==> config.mk <==
export PLATFORM = sky130hd
export DESIGN_NAME = gbe_ctrl
export DESIGN_NICKNAME = d
export VERILOG_FILES = /design/src/sv/gbe_pkg.sv /design/src/sv/gbe_ctrl.sv
export SDC_FILE = /design/constraint.sdc
export NUM_CORES = 1
export LEC_CHECK = 0
export ABC_AREA = 1
export ABC_CLOCK_PERIOD_IN_PS = 2100
export BUFFER_PORTS_ARGS = -buffer_cell sky130_fd_sc_hd__buf_2
export CORE_UTILIZATION = 30
export DETAILED_ROUTE_END_ITERATION = 8
export GPL_ROUTABILITY_DRIVEN = 0
export GPL_TIMING_DRIVEN = 0
export PLACE_DENSITY = 0.53
export SYNTH_ARGS = -nofsm -noshare
export SYNTH_HDL_FRONTEND = slang
export SYNTH_SLANG_ARGS = --single-unit
==> constraint.sdc <==
create_clock -name i_clk -period 2.1 [get_ports i_clk]
set_clock_uncertainty 0.05 [all_clocks]
set_input_delay 0.525 -clock i_clk [delete_from_list [all_inputs] [get_ports i_clk]]
set_output_delay 0.525 -clock i_clk [all_outputs]
set_load 0.05 [all_outputs]
==> src/sv/gbe_pkg.sv <==
// Package for the gap-buffer edit engine.
// Holds field widths, default sizes, the register map, command codes, character codes,
// the read select and the controller/datapath command and status structs. No dependencies.
`default_nettype none

package gbe_pkg;

    // field widths
    localparam int CMD_W  = 4;
    localparam int CHAR_W = 8;
    localparam int OFFS_W = 12;
    localparam int ROW_W  = 13;
    localparam int KCNT_W = 9;
    localparam int ROWS_W = 8;
    localparam int APB_AW = 2;
    localparam int APB_DW = 32;

    // default sizes
    localparam int DEF_TEXT_DEPTH = 4096;
    localparam int DEF_KILL_DEPTH = 256;
    localparam logic [ROWS_W-1:0] DEF_WINDOW_ROWS = 8'd24;

    // register map
    localparam logic [APB_AW-1:0] ADDR_WINDOW_ROWS = 2'd0;

    // command codes
    localparam logic [CMD_W-1:0] CMD_INSERT = 4'd0;
    localparam logic [CMD_W-1:0] CMD_BKSP   = 4'd1;
    localparam logic [CMD_W-1:0] CMD_LEFT   = 4'd2;
    localparam logic [CMD_W-1:0] CMD_RIGHT  = 4'd3;
    localparam logic [CMD_W-1:0] CMD_LSTART = 4'd4;
    localparam logic [CMD_W-1:0] CMD_LEND   = 4'd5;
    localparam logic [CMD_W-1:0] CMD_DOWN   = 4'd6;
    localparam logic [CMD_W-1:0] CMD_UP     = 4'd7;
    localparam logic [CMD_W-1:0] CMD_KILL   = 4'd8;
    localparam logic [CMD_W-1:0] CMD_YANK   = 4'd9;
    localparam logic [CMD_W-1:0] CMD_READ   = 4'd10;

    // character codes
    localparam logic [CHAR_W-1:0] CH_NL   = 8'd10;
    localparam logic [CHAR_W-1:0] CH_CR   = 8'd13;
    localparam logic [CHAR_W-1:0] CH_LOW  = 8'd32;
    localparam logic [CHAR_W-1:0] CH_HIGH = 8'd126;

    // text store read address select
    typedef enum logic [1:0] {
        RS_GS_M1 = 2'd0,
        RS_GE    = 2'd1,
        RS_SCAN  = 2'd2,
        RS_OFFS  = 2'd3
    } t_rsel;

    // controller to datapath commands
    typedef struct packed {
        logic  load_in;
        logic  rd_en;
        t_rsel rsel;
        logic  step_back;
        logic  step_fwd;
        logic  del_back;
        logic  del_fwd;
        logic  put;
        logic  put_src;
        logic  kill_wr;
        logic  kill_rd;
        logic  k_clr;
        logic  k_inc;
        logic  klen_load;
        logic  col_clr;
        logic  col_inc;
        logic  col_dec;
        logic  line_inc;
        logic  line_dec;
        logic  track_dn;
        logic  track_up;
        logic  tgt_load;
        logic  tgt_dec;
        logic  scan_load;
        logic  scan_dec;
        logic  res_clr;
        logic  rd_setup;
        logic  char_load;
    } t_dp_cmd;

    // datapath to controller status
    typedef struct packed {
        logic gs_zero;
        logic ge_end;
        logic full;
        logic rd_nl;
        logic krd_nl;
        logic scan_zero;
        logic line_zero;
        logic col_zero;
        logic tgt_zero;
        logic yk_done;
        logic in_ok;
        logic in_nl;
    } t_dp_stat;

endpackage

`default_nettype wire

==> src/sv/gbe_ctrl.sv <==
// Controller of the gap-buffer edit engine: sequences each command
// as reads and steps on the datapath. Uses gbe_pkg.
`default_nettype none

module gbe_ctrl
    import gbe_pkg::*;
(
    input  wire logic             i_clk,
    input  wire logic             i_rst_n,
    input  wire logic             i_start,
    input  wire logic [CMD_W-1:0] i_cmd,
    input  wire t_dp_stat         i_stat,
    output logic                  o_busy,
    output logic                  o_done,
    output t_dp_cmd               o_dp
);

    typedef enum logic [11:0] {
        S_IDLE     = 12'b0000_0000_0001,
        S_DISPATCH = 12'b0000_0000_0010,
        S_RD       = 12'b0000_0000_0100,
        S_EX       = 12'b0000_0000_1000,
        S_SCAN_RD  = 12'b0000_0001_0000,
        S_SCAN_EX  = 12'b0000_0010_0000,
        S_TRACK_DN = 12'b0000_0100_0000,
        S_TRACK_UP = 12'b0000_1000_0000,
        S_YK_RD    = 12'b0001_0000_0000,
        S_YK_EX    = 12'b0010_0000_0000,
        S_KFIN     = 12'b0100_0000_0000,
        S_DONE     = 12'b1000_0000_0000
    } t_state;

    typedef enum logic [2:0] {
        PH_MAIN = 3'b001,
        PH_HOME = 3'b010,
        PH_WALK = 3'b100
    } t_phase;

    t_state           r_state, n_state;
    t_phase           r_phase, n_phase;
    logic [CMD_W-1:0] r_cmd;
    t_rsel            rsel;
    logic             avail;

    // pick the text address for this command and phase, and whether it can be read
    always_comb begin
        case (r_cmd)
            CMD_BKSP, CMD_LEFT, CMD_LSTART: rsel = RS_GS_M1;
            CMD_UP:   rsel = (r_phase == PH_WALK) ? RS_GE : RS_GS_M1;
            CMD_READ: rsel = RS_OFFS;
            default:  rsel = RS_GE;
        endcase
        case (rsel)
            RS_GS_M1: avail = !i_stat.gs_zero;
            RS_GE:    avail = !i_stat.ge_end && ((r_phase != PH_WALK) || !i_stat.tgt_zero);
            default:  avail = 1'b1;
        endcase
    end

    // sequence the command
    always_comb begin
        n_state = r_state;
        n_phase = r_phase;
        o_dp    = '0;
        o_dp.rsel = rsel;
        case (r_state)
            S_IDLE: begin
                if (i_start) begin
                    o_dp.load_in = 1'b1;
                    n_state = S_DISPATCH;
                end
            end
            S_DISPATCH: begin
                n_phase = PH_MAIN;
                if (r_cmd == CMD_READ) o_dp.rd_setup = 1'b1;
                else o_dp.res_clr = 1'b1;
                case (r_cmd)
                    CMD_INSERT: begin
                        if (i_stat.in_ok && !i_stat.full) begin
                            o_dp.put = 1'b1;
                            n_state = i_stat.in_nl ? S_TRACK_DN : S_DONE;
                        end else begin
                            n_state = S_DONE;
                        end
                    end
                    CMD_BKSP, CMD_LEFT, CMD_RIGHT, CMD_LEND, CMD_READ: n_state = S_RD;
                    CMD_LSTART: begin
                        o_dp.col_clr = 1'b1;
                        n_state = S_RD;
                    end
                    CMD_DOWN: begin
                        o_dp.tgt_load = 1'b1;
                        n_state = S_RD;
                    end
                    CMD_UP: begin
                        o_dp.tgt_load = 1'b1;
                        n_state = i_stat.line_zero ? S_DONE : S_RD;
                    end
                    CMD_KILL: begin
                        o_dp.k_clr = 1'b1;
                        n_state = S_RD;
                    end
                    CMD_YANK: begin
                        o_dp.k_clr = 1'b1;
                        n_state = S_YK_RD;
                    end
                    default: n_state = S_DONE;
                endcase
            end
            S_RD: begin
                if (avail) begin
                    o_dp.rd_en = 1'b1;
                    n_state = S_EX;
                end else if (r_cmd == CMD_KILL) begin
                    n_state = S_KFIN;
                end else if ((r_cmd == CMD_UP) && (r_phase == PH_HOME)) begin
                    o_dp.line_dec = 1'b1;
                    o_dp.col_clr  = 1'b1;
                    n_state = S_TRACK_UP;
                end else begin
                    n_state = S_DONE;
                end
            end
            S_EX: begin
                case (r_cmd)
                    CMD_BKSP, CMD_LEFT: begin
                        if (r_cmd == CMD_BKSP) o_dp.del_back = 1'b1;
                        else o_dp.step_back = 1'b1;
                        n_state = S_DONE;
                        if (i_stat.rd_nl) begin
                            if (!i_stat.line_zero) begin
                                o_dp.line_dec  = 1'b1;
                                o_dp.col_clr   = 1'b1;
                                o_dp.scan_load = 1'b1;
                                n_state = S_SCAN_RD;
                            end
                        end else if (!i_stat.col_zero) begin
                            o_dp.col_dec = 1'b1;
                        end
                    end
                    CMD_RIGHT: begin
                        o_dp.step_fwd = 1'b1;
                        if (i_stat.rd_nl) begin
                            o_dp.line_inc = 1'b1;
                            o_dp.col_clr  = 1'b1;
                            n_state = S_TRACK_DN;
                        end else begin
                            o_dp.col_inc = 1'b1;
                            n_state = S_DONE;
                        end
                    end
                    CMD_LSTART: begin
                        if (i_stat.rd_nl) begin
                            n_state = S_DONE;
                        end else begin
                            o_dp.step_back = 1'b1;
                            n_state = S_RD;
                        end
                    end
                    CMD_LEND: begin
                        if (i_stat.rd_nl) begin
                            n_state = S_DONE;
                        end else begin
                            o_dp.step_fwd = 1'b1;
                            o_dp.col_inc  = 1'b1;
                            n_state = S_RD;
                        end
                    end
                    CMD_DOWN, CMD_UP: begin
                        if (r_phase == PH_WALK) begin
                            // walk toward the kept column
                            if (i_stat.rd_nl) begin
                                n_state = S_DONE;
                            end else begin
                                o_dp.step_fwd = 1'b1;
                                o_dp.col_inc  = 1'b1;
                                o_dp.tgt_dec  = 1'b1;
                                n_state = S_RD;
                            end
                        end else if (r_cmd == CMD_DOWN) begin
                            o_dp.step_fwd = 1'b1;
                            if (i_stat.rd_nl) begin
                                o_dp.line_inc = 1'b1;
                                o_dp.col_clr  = 1'b1;
                                n_phase = PH_WALK;
                                n_state = S_TRACK_DN;
                            end else begin
                                o_dp.col_inc = 1'b1;
                                n_state = S_RD;
                            end
                        end else if (r_phase == PH_HOME) begin
                            if (i_stat.rd_nl) begin
                                o_dp.line_dec = 1'b1;
                                o_dp.col_clr  = 1'b1;
                                n_state = S_TRACK_UP;
                            end else begin
                                o_dp.step_back = 1'b1;
                                n_state = S_RD;
                            end
                        end else begin
                            o_dp.step_back = 1'b1;
                            if (i_stat.rd_nl) n_phase = PH_HOME;
                            n_state = S_RD;
                        end
                    end
                    CMD_KILL: begin
                        o_dp.del_fwd = 1'b1;
                        o_dp.kill_wr = 1'b1;
                        n_state = i_stat.rd_nl ? S_KFIN : S_RD;
                    end
                    CMD_READ: begin
                        o_dp.char_load = 1'b1;
                        n_state = S_DONE;
                    end
                    default: n_state = S_DONE;
                endcase
            end
            S_TRACK_DN: begin
                o_dp.track_dn = 1'b1;
                if (r_cmd == CMD_DOWN) n_state = S_RD;
                else if (r_cmd == CMD_YANK) n_state = S_YK_RD;
                else n_state = S_DONE;
            end
            S_TRACK_UP: begin
                o_dp.track_up = 1'b1;
                if (r_cmd == CMD_UP) begin
                    n_phase = PH_WALK;
                    n_state = S_RD;
                end else begin
                    n_state = S_DONE;
                end
            end
            S_SCAN_RD: begin
                // count back to the previous newline for the column
                if (i_stat.scan_zero) begin
                    n_state = S_TRACK_UP;
                end else begin
                    o_dp.rd_en = 1'b1;
                    o_dp.rsel  = RS_SCAN;
                    n_state = S_SCAN_EX;
                end
            end
            S_SCAN_EX: begin
                if (i_stat.rd_nl) begin
                    n_state = S_TRACK_UP;
                end else begin
                    o_dp.col_inc  = 1'b1;
                    o_dp.scan_dec = 1'b1;
                    n_state = S_SCAN_RD;
                end
            end
            S_YK_RD: begin
                if (i_stat.yk_done) begin
                    n_state = S_DONE;
                end else begin
                    o_dp.kill_rd = 1'b1;
                    n_state = S_YK_EX;
                end
            end
            S_YK_EX: begin
                o_dp.put     = 1'b1;
                o_dp.put_src = 1'b1;
                o_dp.k_inc   = 1'b1;
                n_state = (i_stat.krd_nl && !i_stat.full) ? S_TRACK_DN : S_YK_RD;
            end
            S_KFIN: begin
                o_dp.klen_load = 1'b1;
                n_state = S_DONE;
            end
            S_DONE: n_state = S_IDLE;
            default: n_state = S_IDLE;
        endcase
    end

    always_ff @(posedge i_clk) begin
        if (!i_rst_n) begin
            r_state <= S_IDLE;
            r_phase <= PH_MAIN;
        end else begin
            r_state <= n_state;
            r_phase <= n_phase;
        end
    end

    // hold the command for the whole item
    always_ff @(posedge i_clk) begin
        if (o_dp.load_in) r_cmd <= i_cmd;
    end

    assign o_busy = r_state != S_IDLE;
    assign o_done = r_state == S_DONE;

    a_accept_busy: assert property (@(posedge i_clk) disable iff (!i_rst_n)
        (i_start && !o_busy) |=> o_busy) else $error("item accepted but not busy");
    a_done_idle: assert property (@(posedge i_clk) disable iff (!i_rst_n)
        o_done |=> !o_busy) else $error("busy after result");
    a_ex_after_rd: assert property (@(posedge i_clk) disable iff (!i_rst_n)
        (r_state == S_EX) |-> $past(r_state == S_RD)) else $error("execute without read");

endmodule

`default_nettype wire

==> metrics.md, run 1 <==
| Metric | Value |
|---|---|
| # placed instances | `428` |
| Finished Layout Cells | `493` |
| I/O Pins | `50` |
| Design area | `3420 µm²` |
| Met1 global-route usage | `25.2%` |
| Number of vias per cell | `5.00` |
| Largest net degree at the start of global routing | `12` |
| Pins over their slew limit | `0` |
| ANT cells | `0` |
| Initial antenna violation count | `0` |
| Fillers | `500` |
| Register area share after synthesis | `between 20% and 30%` |
| Core area | `between 5000 and 6000 µm²` |
| Leakage | `around 1.7 nW` |
| Clk_lat worst skew | `0.26 ns` |
| Grt met3 use | `2.74%` |
| Initial Utilization | `31.1%` |
| Share of cells above drive strength 1 | `55.6%` |
| Setup_tns | `-6.25 ns` |
| CP Data Required Time | `1.52 ns` |
| Mapped Area | `1700 µm²` |
| Most Used Layer, Global Route | `met2` |
| RSZ-0062 raised after global routing | `true` |
| Final WS setup | `-0.479 ns` |
| Final Net Count | `441` |
| Clock buffer depth | `2` |
| CP max FO | `5` |
| Die X | `a little under 80 µm` |
| Final min period | `between 2 and 3 ns` |
| Total congestion overflow | `0` |
| CTS tree | `done` |
| Yosys reg bits | `19` |
| Clk slew on worst S/H paths | `0.08 ns` |
| Most frequent cells in the layout | `nand2_1, buf_4, nor2_1` |
| Final Hold Violating Endpoints | `0` |
| Crit share post-route | `123%` |
| Num CTS Buffers | `3` |
| Total die area | `between 5000 and 6000 µm²` |
| Worst-Margin Slew | `around 0.45 ns` |
| Final Util | `62.6%` |
| Overall Global Routing Usage | `between 20% and 30%` |
| Data arrival, critical path | `around 2 ns` |
| Core Rows | `27` |
| Syn_area_per_cell | `5.52 µm²` |
| Startpoint type of the worst setup path | `flip-flop` |
| Vias in the first global route | `2288` |
| Total clock sinks | `19` |
| CP Class | `reg2out` |
| Mapped Cells | `308` |
| Hold crit path type | `in2reg` |
| Detailed Routing Iterations Pass 1 | `5` |
| Hold-fix buffers, CTS | `0` |
| Area of placed instances | `2150 µm²` |
| Outcome | `finished with violations` |
| DR DRC count | `0` |
| Capturing element type of the critical path | `output port` |
| Pwr dens | `367 nW/µm²` |
| Worst-case vdd ir drop | `0.000318 V` |
| Failing checks | `negative setup slack` |
| Syn nets | `about 330` |
| Commonest non-fill, non-tap cell in the layout | `nand2_1` |
| Fmax achieved | `just under 400 MHz` |
| Max-Cap Viols | `0` |
| Detailed placement HPWL | `4380 µm` |
| Post-synth EDFFs | `4` |
| Setup violations, final | `30` |
| Final wirelength | `7190 µm` |
| H-tree depth | `1` |
| Die height | `77.3 µm` |
| Port bufs | `48` |
| Synth warn | `0` |
| Via count | `about 2500` |
| Slew headroom | `70.0%` |
| Yosys cell types | `31` |
| Antenna-violating nets left | `0` |
| Top_reg_cell synth | `dfxtp_1` |
| Layout area overhead | `101%` |
| Iteration-0 DRC Markers | `~130` |
| Global-route wire length before repair | `10600 µm` |
| WL/cell | `14.6 µm` |
| Ys async rst share | `0%` |
| Root buf cell | `clkbuf_8` |
| M2 GR Usage | `between 40% and 50%` |
| Hold_ws | `approximately 0.38 ns` |
==> report_power, final <==
part | internal (mW) | switching [mW] | leakage (nW)
combinational | 0.231 | 0.339 | 1.50
sequential | 0.391 | 0.0252 | 0.164
clock | 0.132 | 0.136 | 0.0255
total | 0.755 | 0.501 | 1.69
==> through the flow <==
stage	setup WS, ns	total power, mW
final	-0.479	1.26
after floorplan	-0.311	0.648
after detailed placement	-0.374	0.729
after global routing	-0.579	1.31
after CTS	-0.420	1.13
after global placement	-0.376	0.731
==> metal layers <==
| layer | vias to the layer above | share of wire (%) |
|---|---|---|
| met5 | - | 0 |
| met4 | 0 | 3.0 |
| met3 | 21 | 3.5 |
| met2 | 77 | 54 |
| met1 | 1154 | 40 |
| li1 | 1211 | - |
==> area by class of cell <==
cell class / instances / area (µm²) / share of cell area (%)
multi-input combinational: 234 / 1590 / 46.4
timing repair buffer: 109 / 986 / 28.8
tap: 72 / 90.1 / 2.63
inverter: 50 / 201 / 5.88
clock buffer: 3 / 41.3 / 1.21
clock inverter: 1 / 5.00 / 0.146
sequential: 19 / 437 / 12.8
buffer: 5 / 76.3 / 2.23
==> state kept, by name (all words and copies together) (netlist names) <==
signal and count:
r_phase 3, r_cmd 4, r_state 12
==> synthesized netlist by cell type (2+ instances only) <==
cell / count / area share, %
a21oi_1: 7 / 2.1
nand2_2: 6 / 2.2
nor2_2: 3 / 1.1
o21ai_0: 11 / 3.2
nand3b_1: 2 / 0.88
nor2_1: 69 / 15
buf_4: 2 / 0.88
nand3_1: 34 / 10
inv_2: 2 / 0.44
inv_1: 48 / 11
nand2_1: 73 / 16
nor2_4: 2 / 1.3
dfxtp_1: 15 / 18
o211ai_1: 2 / 0.88
nor3_1: 13 / 3.8
edfxtp_1: 4 / 7.1
==> logic make-up after synthesis <==
| logic type | share of synthesized area (%) |
|---|---|
| and+or+nand+nor | 52.4 |
| buffers and inverters | 13.1 |
| AOI/OAI and AO/OA | 9.78 |
| DFF | 24.7 |
==> worst paths after layout <==
path | slack [ns] | depth (start not counted) | to | from
worst max-delay path | -0.48 | 12 | o_dp[9] | r_cmd[0]
worst min-delay path | 0.38 | 1 | r_cmd[3] | i_cmd[3]
worst max register to register | 0.05 | 16 | r_state[7] | r_state[6]
worst min register to register | 0.46 | 2 | r_phase[0] | r_phase[0]
==> critical path, cell delays in order (launching register included) <==
cell	delay (ns)
edfxtp_1	0.52
nand2_1	0.13
inv_1	0.11
nand2_4	0.13
nor2_4	0.05
nor2_4	0.12
nand2_2	0.07
nand2_2	0.10
nand3_4	0.10
nor2_4	0.11
inv_2	0.05
nand3b_1	0.10
buf_6	0.16
==> what timing repair did <==
action / 4_1_cts / 5_1_grt
buffers inserted: 38 / 27
pin swaps: 17 / 36
endpoints found under the setup margin: 29 / 31
resized for setup: 144 / 85
Power figures use the tool's default switching activity.
==> run 2, diff against run 1 <==
ABC_AREA = not set   (was 1)
CTS_CLUSTER_DIAMETER = 80   (was not set)
SLEW_MARGIN = 20   (was not set)
==> metrics.md, run 2 <==
| Metric | Value |
|---|---|
| Largest net degree at the start of global routing | `11` |
| Largest register FFs | `12` |
| Top_reg_cell synth | `dfxtp_1` |
| ANT cells | `0` |
| I/O Pins | `50` |
| Worst hold start | `i_cmd[2]` |
| Synth top area cells | `dfxtp_1, edfxtp_1, nor2_1, o21ai_0, a21oi_1` |
| Top reg by flops | `r_state` |
| Root buf cell | `clkbuf_8` |
| CP Class | `reg2out` |
| Crit share post-route | `133%` |
| Core area | `5920 µm²` |
| Post-synth EDFFs | `4` |
| Switching Share | `37.3%` |
| Via count | `2340` |
| Detailed Routing Iterations Pass 1 | `5` |
| Antenna-violating nets left | `0` |
| Yosys cell types | `70` |
| Layout area overhead | `85.4%` |
| Setup violations, final | `31` |
| Port bufs | `48` |
| Max-Cap Viols | `0` |
| Final WS setup | `-0.690 ns` |
| Register area share after synthesis | `22.8%` |
| Iteration-0 DRC Markers | `196` |
| WL/cell | `17.2 µm` |
| Fmax achieved | `358 MHz` |
| Final wirelength | `7160 µm` |
| H-tree depth | `1` |
| Number of vias per cell | `5.61` |
| Final Hold Violating Endpoints | `0` |
| Syn nets | `255` |
| Syn_area_per_cell | `slightly below 8 µm²` |
| Hold crit path type | `in2reg` |
| Num CTS Buffers | `3` |
| Data arrival, critical path | `2.21 ns` |
| Most frequent cells after synthesis | `nor2_1, nand2_1, dfxtp_1, o21ai_0, a21oi_1` |
| Worst hold path depth | `1` |
| Synth area leader | `dfxtp_1` |
| Commonest non-fill, non-tap cell in the layout | `buf_4` |
| Yosys reg bits | `19` |
| Hold_ws | `0.390 ns` |
| Mapped Area | `1840 µm²` |
| Detailed placement HPWL | `4590 µm` |
| Setup_tns | `-11.72 ns` |
| Worst-case vdd ir drop | `~0.00028 V` |
| Synth warn | `0` |
| Flop pwr share | `32.7%` |
| Initial Utilization | `31.1%` |
| Startpoint type of the worst setup path | `flip-flop` |
| Core Rows | `28` |
| Slew headroom | `between 60 and 70%` |
| Final Net Count | `362` |
| RR Startpoint | `r_cmd[2]` |
| Ys async rst share | `0%` |
| Share of cells above drive strength 1 | `between 60% and 70%` |
| Initial antenna violation count | `0` |
| Mapped Cells | `236` |
| Clock share of power | `21.3%` |
| Pwr dens | `~370 nW/µm²` |
| Total die area | `6450 µm²` |
| Die height | `between 80 and 90 µm` |
| CTS tree | `done` |
| Yosys top cell area share | `16.3%` |
| Capturing element type of the critical path | `output port` |
| Clock buffer depth | `2` |
| CP max FO | `5` |
| CP Data Required Time | `approximately 1.5 ns` |
| Outcome | `finished with violations` |
| Cell-internal power | `about 0.78 mW` |
| Vias in the first global route | `~2100` |
| Hold-fix buffers, CTS | `0` |
| Post-Place Setup Slack | `-0.759 ns` |
| Final min period | `2.79 ns` |
| Overall Global Routing Usage | `21.2%` |
| Psw | `0.466 mW` |
| CP Launch Point | `r_state[9]` |
| Total clock sinks | `19` |
| Combinational Power Share | `46.0%` |
| Failing checks | `negative setup slack` |
| Most frequent cells in the layout | `buf_4, buf_6, buf_2` |
| RSZ-0062 raised after global routing | `true` |
| Global-route wire length before repair | `10500 µm` |
| Die X | `80.3 µm` |
| Total congestion overflow | `0` |
| Clk_lat worst skew | `0.26 ns` |
| Worst-Margin Slew | `0.534 ns` |
| Leakage | `1.38 nW` |
| Clk slew on worst S/H paths | `0.08 ns` |
| Count leader, synth | `nor2_1` |
| DR DRC count | `0` |
| Biggest regs | `r_state (12), r_cmd (4), r_phase (3)` |
| Pins over their slew limit | `0` |
| Register-to-Register Path Depth | `8` |
-- run 2: changes by cell type after synthesis, moves of 7 or more --
| cell | before | now |
|---|---|---|
| nor3_1 | 13 | 5 |
| nor2_1 | 69 | 20 |
| inv_1 | 48 | 10 |
| nand3_1 | 34 | 3 |
| nor2b_1 | 0 | 7 |
| nand2_1 | 73 | 17 |
-- run 2: cells by family after synthesis --
logic type | synth area share, %
XOR/XNOR | 2.86
multiplexers | 0.544
AO/OA/AOI/OAI | 24.9
flip-flops | 22.8
buffers and inverters | 7.68
AND/OR/NAND/NOR | 41.1
-- run 2: routing by layer --
layer | track usage [%] | vias up | part of all wire (%)
met1 | 27.2 | 1150 | 41
met5 | 0 | - | 0
li1 | - | 1098 | -
met2 | 37.2 | 86 | 51
met3 | 3.30 | 6 | 6.8
met4 | 4.64 | 0 | 0.82
-- run 2: per-stage QoR --
| stage | cell area, µm² | std cells | power [mW] | utilization [%] |
|---|---|---|---|---|
| finish | 3410 | 417 | 1.25 | 57.6 |
| global route | 3410 | 417 | 1.30 | 57.6 |
| CTS | 3070 | 397 | 1.18 | 51.9 |
| detailed placement | 2360 | 359 | 0.779 | 39.9 |
| global placement | 2360 | 359 | 0.779 | 39.9 |
| floorplan | 2030 | 236 | 0.687 | - |
-- run 2: critical path, cell delays in order, from the launching register on --
cell,delay [ns]
dfxtp_4,0.37
nor4_4,0.34
buf_4,0.18
and4_4,0.25
nand2_4,0.05
or3_4,0.37
a22oi_2,0.21
buf_6,0.19
-- run 2: power groups by stage --
stage	Combinational [mW]	Clock, mW	Sequential, mW
2_1_floorplan	0.274	0	0.413
3_3_place_gp	0.361	0	0.418
3_5_place_dp	0.360	0	0.419
4_1_cts	0.498	0.276	0.410
5_1_grt	0.606	0.284	0.411
6_report	0.575	0.266	0.408
-- run 2: path summary, 6_finish.rpt --
check        slack, ns           to
max reg2reg      -0.12  r_state[11]
max              -0.69      o_dp[9]
min reg2reg       0.54   r_state[1]
min               0.39     r_cmd[2]
-- run 2: repair_timing --
action / 4_1_cts / 5_1_grt
pin swaps: 31 / 19
setup endpoints to repair: 33 / 35
resized for setup: 123 / 51
buffers inserted: 36 / 23
cloned: 0 / 0
-- run 2: cell type report --
cell class | instances | area (µm²)
Tap cell | 75 | 93.8
Sequential cell | 19 | 450
Buffer | 14 | 131
Fill cell | 522 | 2510
Timing Repair Buffer | 105 | 953
Inverter | 11 | 47.5
Clock buffer | 4 | 45.0
Multi-Input combinational cell | 189 | 1690
==> run 3, diff against run 2 <==
CORE_MARGIN = 5   (was not set)
==> metrics.md, run 3 (synthesis results as in run 2) <==
| Metric | Value |
|---|---|
| Largest net degree at the start of global routing | `11` |
| Max-Cap Viols | `0` |
| Final Hold Violating Endpoints | `0` |
| CTS tree | `done` |
| Register-to-Register Path Depth | `9` |
| Startpoint type of the worst setup path | `flip-flop` |
| Final min period | `2.81 ns` |
| Combinational Power Share | `45.8%` |
| Die X | `88.3 µm` |
| Biggest regs | `r_state (12), r_cmd (4), r_phase (3)` |
| Final wirelength | `7310 µm` |
| Data arrival, critical path | `2.24 ns` |
| Core Rows | `28` |
| Leakage | `1.36 nW` |
| Port bufs | `48` |
| I/O Pins | `50` |
| Detailed placement HPWL | `4720 µm` |
| Outcome | `finished with violations` |
| CP Data Required Time | `1.52 ns` |
| Root buf cell | `clkbuf_8` |
| Failing checks | `negative setup slack` |
| Layout area overhead | `85.2%` |
| Final Net Count | `359` |
| Clock share of power | `between 20% and 30%` |
| Max layer used | `met4` |
| Clk slew on worst S/H paths | `about 0.080 ns` |
| Worst-case vdd ir drop | `0.000303 V` |
| Core area | `5960 µm²` |
| Most frequent cells in the layout | `buf_6, buf_4, buf_2` |
| DR DRC count | `0` |
| CP max FO | `4` |
| Commonest non-fill, non-tap cell in the layout | `buf_6` |
| ANT cells | `0` |
| Psw | `0.465 mW` |
| Pins over their slew limit | `0` |
| RSZ-0062 raised after global routing | `true` |
| Worst hold path depth | `1` |
| Area of the multi-input gates | `approximately 1700 µm²` |
| Metal3 WL | `433 µm` |
| Met1 wire length | `3150 µm` |
| Total congestion overflow | `0` |
| Initial antenna violation count | `0` |
| Met2 wire length | `3620 µm` |
| Final WS setup | `-0.711 ns` |
| Total clock sinks | `19` |
| Crit share post-route | `134%` |
| Pwr dens | `365 nW/µm²` |
| Worst-Margin Slew | `0.739 ns` |
| Setup violations, final | `31` |
| Hold crit path type | `in2reg` |
| Via count | `2271` |
| Switching Share | `37.4%` |
| Largest register FFs | `12` |
| Overall Global Routing Usage | `18.2%` |
| Initial Utilization | `30.9%` |
| Fmax achieved | `356 MHz` |
| Total power | `1.24 mW` |
| Total die area | `7800 µm²` |
| Vias in the first global route | `2209` |
| Post-Place Setup Slack | `-0.760 ns` |
| Clock buffer depth | `2` |
| Cell-internal power | `slightly below 0.8 mW` |
| Number of vias per cell | `5.49` |
| Detailed Routing Iterations Pass 1 | `4` |
| Register area | `around 450 µm²` |
| Flop pwr share | `about a third` |
| Clk_lat worst skew | `0.26 ns` |
| Iteration-0 DRC Markers | `187` |
| WL/cell | `approximately 18 µm` |
| Hold-fix buffers, CTS | `0` |
| Share of cells above drive strength 1 | `60.5%` |
| Capturing element type of the critical path | `output port` |
| Top reg by flops | `r_state` |
| CP Class | `reg2out` |
| Global-route wire length before repair | `11200 µm` |
| Slew headroom | `about 50%` |
| Num CTS Buffers | `3` |
| H-tree depth | `1` |
| Antenna-violating nets left | `0` |
| Fillers | `545` |
| Die height | `between 80 and 90 µm` |
-- run 3: power groups by stage --
stage          Sequential, mW  Clock (mW)  Combinational (mW)
5_1_grt                 0.408       0.285               0.607
6_report                0.407       0.268               0.569
4_1_cts                 0.413       0.281               0.481
3_3_place_gp            0.417           0               0.362
2_1_floorplan           0.413           0               0.274
3_5_place_dp            0.418           0               0.358
-- run 3: critical path: stages (launching register included) --
cell and delay, ns:
dfxtp_4 0.36, nor4_4 0.35, buf_6 0.18, buf_6 0.09, nand4_1 0.15, or3_4 0.45, a22oi_2 0.21, buf_6 0.19
-- run 3: cell type report --
type / count / area share, %
Sequential cell: 19 / 13.1
Timing Repair Buffer: 102 / 28.9
Tap cell: 75 / 2.75
Clock buffer: 4 / 1.32
Buffer: 14 / 3.60
Multi-Input combinational cell: 189 / 49.0
Inverter: 11 / 1.39
-- run 3: path summary, 6_finish.rpt --
kind,start,endpoint,slack (ns)
hold reg to reg,r_state[1],r_state[1],0.57
hold / removal,i_cmd[0],r_cmd[0],0.39
setup reg to reg,r_state[9],r_state[7],-0.13
setup / recovery,r_state[9],o_dp[9],-0.71
-- run 3: per-stage QoR --
step	std cells	hold WS [ns]	instance area (µm²)	util, %	setup TNS (ns)
finish	414	0.386	3410	57.2	-13.34
global route	414	0.385	3410	57.2	-16.14
CTS	398	0.380	3120	52.3	-11.70
detailed placement	359	0.520	2360	39.7	-7.88
global placement	359	0.520	2360	39.7	-7.95
floorplan	236	0.487	2030	-	-5.89
-- run 3: per-layer routing --
layer / global-route usage [%] / vias up
met3: 3.54 / 12
met1: 23.4 / 1089
li1: - / 1092
met2: 31.5 / 78
met4: 3.98 / 0
met5: 0 / -
-- run 3: timing repair --
item / CTS / global route
setup buffers: 37 / 17
pin swaps: 21 / 24
gates cloned: 0 / 0
gates resized for setup: 126 / 53
setup endpoints to repair: 33 / 40
